[config.mk]
export PLATFORM = sky130hd
export DESIGN_NAME = pip_cell
export DESIGN_NICKNAME = d
export VERILOG_FILES = /design/src/sv/pip_pkg.sv /design/src/sv/pip_cell.sv
export SDC_FILE = /design/constraint.sdc
export NUM_CORES = 2
export LEC_CHECK = 0
export BUFFER_PORTS_ARGS = -buffer_cell sky130_fd_sc_hd__buf_4
export CAP_MARGIN = 20
export CORE_ASPECT_RATIO = 0.7
export CORE_MARGIN = 2
export CORE_UTILIZATION = 55
export CTS_BUF_LIST = sky130_fd_sc_hd__clkbuf_16
export CTS_CLUSTER_SIZE = 40
export DETAILED_ROUTE_END_ITERATION = 8
export MAX_ROUTING_LAYER = met4
export PLACE_DENSITY_LB_ADDON = 0.1
export SLEW_MARGIN = 20
export SYNTH_ARGS = -nofsm -noshare
export SYNTH_HDL_FRONTEND = slang
export SYNTH_SLANG_ARGS = --single-unit
[constraint.sdc]
create_clock -name clock -period 28 [get_ports clock]
set_input_delay 4.2 -clock clock [delete_from_list [all_inputs] [get_ports clock]]
set_output_delay 4.2 -clock clock [all_outputs]
set_load 0.03 [all_outputs]
[src/sv/pip_pkg.sv]
package pip_pkg;

   localparam int MAX_VERTICES = 64;
   localparam int MIN_POLY_VERTICES = 3;
   localparam int COORD_W = 16;
   localparam int DIFF_W = COORD_W + 1;
   localparam int PROD_W = 2 * DIFF_W;
   localparam int CROSS_W = PROD_W + 1;
   localparam int CNT_W = $clog2(MAX_VERTICES + 1);
   localparam int ADDR_W = 3;

   localparam logic [1:0] OP_CLEAR = 2'd0;
   localparam logic [1:0] OP_APPEND = 2'd1;
   localparam logic [1:0] OP_QUERY = 2'd2;

   localparam logic REG_RAY_END = 1'b0;

   localparam logic [1:0] ORI_COL = 2'd0;
   localparam logic [1:0] ORI_POS = 2'd1;
   localparam logic [1:0] ORI_NEG = 2'd2;

   typedef logic signed [COORD_W-1:0] coord_type;
   typedef logic signed [DIFF_W-1:0] diff_type;
   typedef logic signed [PROD_W-1:0] prod_type;
   typedef logic signed [CROSS_W-1:0] cross_type;
   typedef logic [1:0] ori_type;

   localparam coord_type RAY_END_RESET = COORD_W'(9999);

   // Query state that walks down the cell row, plus the partial results
   // of the edge evaluated in the previous cell.
   typedef struct packed {
      logic      valid;
      coord_type qx;
      coord_type qy;
      logic      hits;
      logic      done;
      logic      res;
      logic      pend;
      prod_type  p1;
      prod_type  p2;
      prod_type  p3;
      ori_type   d3;
      ori_type   d4;
      logic      box_q;
      logic      box_f;
      logic      box_a;
      logic      box_b;
   } token_type;

   function automatic logic pip_in_box(coord_type ax, coord_type ay, coord_type bx,
                                       coord_type by, coord_type px, coord_type py);
      return (px <= ax || px <= bx) && (px >= ax || px >= bx) &&
             (py <= ay || py <= by) && (py >= ay || py >= by);
   endfunction

   function automatic ori_type pip_ori(cross_type v);
      if (v == '0) begin
         return ORI_COL;
      end
      return v[CROSS_W-1] ? ORI_NEG : ORI_POS;
   endfunction

   // Orientation against the horizontal ray: sign of -(u * w).
   function automatic ori_type pip_side(diff_type u, diff_type w);
      if (u == '0 || w == '0) begin
         return ORI_COL;
      end
      return (u[DIFF_W-1] ^ w[DIFF_W-1]) ? ORI_POS : ORI_NEG;
   endfunction

   function automatic token_type pip_resolve(token_type t);
      cross_type v1;
      cross_type v2;
      ori_type   d1;
      ori_type   d2;
      logic      meet;
      token_type r;
      r = t;
      v1 = CROSS_W'(t.p1) - CROSS_W'(t.p2);
      v2 = CROSS_W'(t.p3) - CROSS_W'(t.p2);
      d1 = pip_ori(v1);
      d2 = pip_ori(v2);
      meet = (d1 != d2 && t.d3 != t.d4) || (d1 == ORI_COL && t.box_q) ||
             (d2 == ORI_COL && t.box_f) || (t.d3 == ORI_COL && t.box_a) ||
             (t.d4 == ORI_COL && t.box_b);
      if (t.valid && t.pend && !t.done && meet) begin
         if (d1 == ORI_COL) begin
            r.done = 1'b1;
            r.res = t.box_q;
         end else begin
            r.hits = ~t.hits;
         end
      end
      r.pend = 1'b0;
      return r;
   endfunction

endpackage

[src/sv/pip_cell.sv]
module pip_cell (
   input  logic               clock,
   input  logic               reset,
   input  logic               wr_en,
   input  pip_pkg::coord_type wr_x,
   input  pip_pkg::coord_type wr_y,
   input  pip_pkg::coord_type nxt_x,
   input  pip_pkg::coord_type nxt_y,
   input  pip_pkg::coord_type ray_x,
   input  logic               active,
   input  pip_pkg::token_type tok_prev,
   output pip_pkg::coord_type vx,
   output pip_pkg::coord_type vy,
   output pip_pkg::token_type tok_out
);
   import pip_pkg::*;

   coord_type vx_ff, vy_ff;
   token_type tok_ff, tok_in;
   diff_type  dy_ab, dx_ab, dx_qb, dy_qb, dx_rb, u_rq, w_a, w_b;

   // Finish the previous cell's edge, then start this cell's edge.
   always_comb begin
      dy_ab = DIFF_W'(nxt_y) - DIFF_W'(vy_ff);
      dx_ab = DIFF_W'(nxt_x) - DIFF_W'(vx_ff);
      dx_qb = DIFF_W'(tok_prev.qx) - DIFF_W'(nxt_x);
      dy_qb = DIFF_W'(tok_prev.qy) - DIFF_W'(nxt_y);
      dx_rb = DIFF_W'(ray_x) - DIFF_W'(nxt_x);
      u_rq = DIFF_W'(ray_x) - DIFF_W'(tok_prev.qx);
      w_a = DIFF_W'(vy_ff) - DIFF_W'(tok_prev.qy);
      w_b = DIFF_W'(nxt_y) - DIFF_W'(tok_prev.qy);
      tok_in = pip_resolve(tok_prev);
      tok_in.pend = tok_prev.valid && active;
      tok_in.p1 = PROD_W'(dy_ab) * PROD_W'(dx_qb);
      tok_in.p2 = PROD_W'(dx_ab) * PROD_W'(dy_qb);
      tok_in.p3 = PROD_W'(dy_ab) * PROD_W'(dx_rb);
      tok_in.d3 = pip_side(u_rq, w_a);
      tok_in.d4 = pip_side(u_rq, w_b);
      tok_in.box_q = pip_in_box(vx_ff, vy_ff, nxt_x, nxt_y, tok_prev.qx, tok_prev.qy);
      tok_in.box_f = pip_in_box(vx_ff, vy_ff, nxt_x, nxt_y, ray_x, tok_prev.qy);
      tok_in.box_a = pip_in_box(tok_prev.qx, tok_prev.qy, ray_x, tok_prev.qy, vx_ff, vy_ff);
      tok_in.box_b = pip_in_box(tok_prev.qx, tok_prev.qy, ray_x, tok_prev.qy, nxt_x, nxt_y);
   end

   always_ff @(posedge clock) begin
      if (wr_en) begin
         vx_ff <= wr_x;
         vy_ff <= wr_y;
      end
      if (reset) begin
         tok_ff <= '0;
      end else begin
         tok_ff <= tok_in;
      end
   end

   assign vx = vx_ff;
   assign vy = vy_ff;
   assign tok_out = tok_ff;

endmodule

== Word level (Yosys, flattened, before mapping) ==
Index checks and enable logic that the tools add are counted.
Word-level totals
  register bits: 179
  input bits: 231
  output and inout bits: 179
  word-level logic and storage cells: 126
Cells by class
  $add $sub $neg: 10
  multipliers: 3
  order comparisons: 24
  equal/unequal tests: 2
  muxes and demuxes: 19
  bitwise gates (word level): 3
  reductions and logical operators: 47
Operators with widths (count)
  $ge A16 B16 Y1: 12
  $le A16 B16 Y1: 12
  $sub A16 B16 Y17: 8
  $mul A17 B17 Y34: 3
  $logic_not A35 Y1: 2
  $sub A34 B34 Y35: 2
  $logic_not A17 Y1: 3
  $mux W2: 13
  $logic_and A1 B1 Y1: 21
  $logic_or A1 B1 Y1: 16
  $logic_not A2 Y1: 4
  $mux W1: 5
  $ne A2 B2 Y1: 2
  $mux W3: 1
  $xor A1 B1 Y1: 2
  $logic_not A1 Y1: 1
  $not A1 Y1: 1

== Logic depth before layout (Yosys ltp) ==
  word-level depth: 12
  mapped depth: 41
  gate-level depth less buffers: 40

== Worst setup path after synthesis ==
Ideal clock, no wire load.
  path type: input-to-reg
  start: input port nxt_y[0]
  end: register tok_ff, in the netlist tok_out[40]
  setup time: 0.131 ns
  data arrival time: 12.527 ns
  required time: 27.869 ns
  slack: 15.342 ns
  stages: 39
  buffers on the path: 1
  cells stage by stage: inv_1 ha_1 fa_1 nor2b_1 o21ai_1 a21boi_1 o21ai_1 a21boi_1 o21ai_1 a21boi_1 o31a_1 o21ai_0 nand2b_1 xor2_1 clkbuf_1 nand2_1 fa_1 inv_1 (+3 left out) inv_1 fa_1 inv_1 fa_1 inv_1 fa_1 ha_1 a21o_1 a21oi_1 a21boi_0 a311oi_1 a211oi_1 o21bai_1 a211oi_1 o41ai_1 a21bo_2 nand3_1 nor3b_1
Between the ends
  word-level cells in the longest chain between the ends: 2
RTL lines
  start: declaration: line pip_cell.sv:8  | input pip_pkg::coord_type nxt_y,
  $sub A16 B16 Y17: line pip_cell.sv:24  | dy_ab = DIFF_W'(nxt_y) - DIFF_W'(vy_ff);
  $mul A17 B17 Y34: line pip_cell.sv:36  | tok_in.p3 = PROD_W'(dy_ab) * PROD_W'(dx_rb);
  end signal: assignment: line pip_cell.sv:53  | tok_ff <= tok_in;
  end: declaration: line pip_cell.sv:19  | token_type tok_ff, tok_in;
No other way between the ends.
A chain may end at the register's enable or synchronous reset.

== Worst setup path in the final report ==
  start: input port ray_x[0]
  end: register tok_ff, in the netlist tok_out[40]
Between the ends
  word-level cells in the longest chain between the ends: 2
RTL lines
  start: declaration: line pip_cell.sv:9  | input pip_pkg::coord_type ray_x,
  $sub A16 B16 Y17: line pip_cell.sv:28  | dx_rb = DIFF_W'(ray_x) - DIFF_W'(nxt_x);
  $mul A17 B17 Y34: line pip_cell.sv:36
No other way between the ends.

==> out/metrics.csv <==
metric,value,unit
Async SR Flop Fraction,0,
post-synthesis sequential element count,179,
Final GP Congestion,1.04,
Post-synth EDFFs,32,
Top Ports,410,
Final HPWL DP,134,mm
Crit Path Class,in -> reg,
RSZ-0062 raised after global routing,false,
Max-Cap Viols,0,
Worst-Skew Late Latency,0.56,ns
Worst Path Max Fanout,17,
final period utilization,0.498,
Via density,5.73,
slowest cell on the critical path,a21boi_1,
violated checks,design-rule violations,
Sinks on Clock Net,179,
CTS tree,done,
post-cts hold buffer count,0,
grt total ovfl,0,
Hold Path Cell Cnt,3,
TritonCTS Buffers,17,
Total GRT Usage,0.367,
Area Growth Syn to Fin,11.1,%
Worst EP arrival,14.37,ns
Rows,91,
layout cells sized above 1,0.102,
vias in the first global route,41100,
Setup TNS,0,ns
outcome,finished with violations,
final setup skew,0.0242,ns
first-iteration detailed-routing DRC count,4151,
largest buffer count on any clock path,2,
initial antenna violation count,2,
DIE AREA,0.0908,mm²
Post-Syn Area,0.0486,mm²
Routed WL per cell,21.7,µm
nets@finish,7705,
Required @ worst endpoint,28.42,ns
Initial DRT Pass Iterations,8,
clock slew at reported path FFs,0.08,ns
r2r worst-path depth,35,
Die Ht,253,µm
first-pass GRT wire length,245,mm
Synth Flop Type,dfxtp_1,
final WL,158,mm
Fmax,0.0716,GHz
DRC,1,
CP peak stage delay,0.79,ns
post-cts sizing count,0,
fin crit period,13.96,ns
Starting Density,0.554,
min-delay worst type,reg -> reg,
max_slew headroom,0.167,
Final setup viols,0,
port bufs,409,
clock root buffer,clkbuf_16,
Core Area,0.0878,mm²
synth unique cells,92,
largest net degree at the start of global routing,52,
syn_area_per_cell,8.46,µm²
H-tree depth,4,
DR vias,41600,
DRT antenna net count,0,
CP Launch Type,primary input,
Final Max Tran Viols,0,
Post-CTS Setup Bufs,0,
Worst-Margin Slew,1.25,ns
Post-Syn Nets,7359,
Yosys warning count,0,
cell mode on critical path,fa_1,
"Seq/Total Area, Yosys",0.0803,
Post-Syn Instances,5747,
Crit. End Element,register,
final hold vios,0,
Die Width,359,µm
ANT cells,0,
-- final timing paths --
check / from / to / slack (ns)
worst min-delay path: vx[0] / tok_out[42] / 1.03
worst max-delay path: ray_x[0] / tok_out[40] / 14.04
worst max register to register: vx[1] / tok_out[75] / 17.51
worst min register to register: vx[0] / tok_out[42] / 1.03
-- logic make-up (layout without fill, tap and decap cells) --
group | Yosys count | after routing | share of synthesized area
flip-flops | 179 | 179 | 0.0803
multiplexers | 22 | 22 | 0.00461
AO/OA/AOI/OAI | 801 | 801 | 0.111
adder cells (fa/ha/maj) | 1381 | 1381 | 0.494
XOR/XNOR | 201 | 201 | 0.0362
AND/OR/NAND/NOR | 1831 | 1831 | 0.170
buffers and inverters | 1332 | 1691 | 0.103
-- metal layers --
metal  GRT usage  wire [µm]
met4      0.0840       3590
met5           -          0
met1       0.553      73100
met2       0.480      62300
met3       0.105      19100
-- layout by cell type (no fill, tap or decap), drive strengths merged, types with 88 or more instances in the layout --
cell	count
o21ai	166
dfxtp	147
a21o	88
xnor2	122
fa	897
ha	484
inv	1159
buf	505
nor2	628
nand2	598
nor3	119
a21oi	178
-- cells in the mapped netlist (17+ instances only) --
cell,count,share of area
inv_1,1154,0.089
fa_1,897,0.37
nor2_1,628,0.049
nand2_1,597,0.046
ha_1,484,0.12
a21oi_1,175,0.018
clkbuf_1,166,0.013
dfxtp_1,147,0.061
o21ai_0,132,0.014
xnor2_1,122,0.022
nor3_1,119,0.012
a21o_1,88,0.014
nand2b_1,86,0.011
nor2b_1,85,0.011
xor2_1,79,0.014
nand3_1,75,0.0077
o21a_1,55,0.0085
nand4_1,48,0.0062
a31oi_1,38,0.0049
and2_1,37,0.0048
o21ai_1,34,0.0035
edfxtp_1,32,0.020
a211oi_1,31,0.0048
and3_1,31,0.0040
o21bai_1,28,0.0043
or2_2,23,0.0030
or3_1,22,0.0028
o211ai_1,21,0.0032
mux2i_1,19,0.0039
nor4_1,18,0.0023
a2111oi_0,17,0.0031
a21boi_1,17,0.0026
-- stage by stage --
stage / hold WS [ns] / util / cells / instance area, µm² / setup slack (ns)
after detailed placement: 1.01 / 0.608 / 7236 / 53400 / 13.71
after global routing: 1.05 / 0.615 / 7268 / 54000 / 13.51
after global placement: 1.03 / 0.607 / 7234 / 53300 / 13.84
after floorplan: 1.11 / - / 5747 / 48600 / 15.34
after CTS: 1.01 / 0.614 / 7268 / 53900 / 14.27
final: 1.03 / 0.615 / 7268 / 54000 / 14.04
-- cell type report --
class	count	area, µm²
flip-flops and latches	179	3900
well taps	1162	1450
inverters	1154	4330
repair buffers	505	3810
clock buffers	19	475
fillers	7961	33800
clock inverters	13	82.6
multi-input cells	4236	39900
-- flip-flops by register name (all words and copies together), names as in the netlist --
register and flops:
tok_out 147, vx 16, vy 16
-- worst max-delay path: cells and delay by family --
family / cells / cell delay [ns]
adder cells (fa/ha/maj): 9 / 3.99
AND/OR/NAND/NOR: 6 / 0.82
buffers and inverters: 9 / 0.90
XOR/XNOR: 1 / 0.19
AO/OA/AOI/OAI: 15 / 4.23
Power is left out: the tool's default activity adds up to more than one toggle a clock period on the data nets, which glitch-free logic cannot reach.
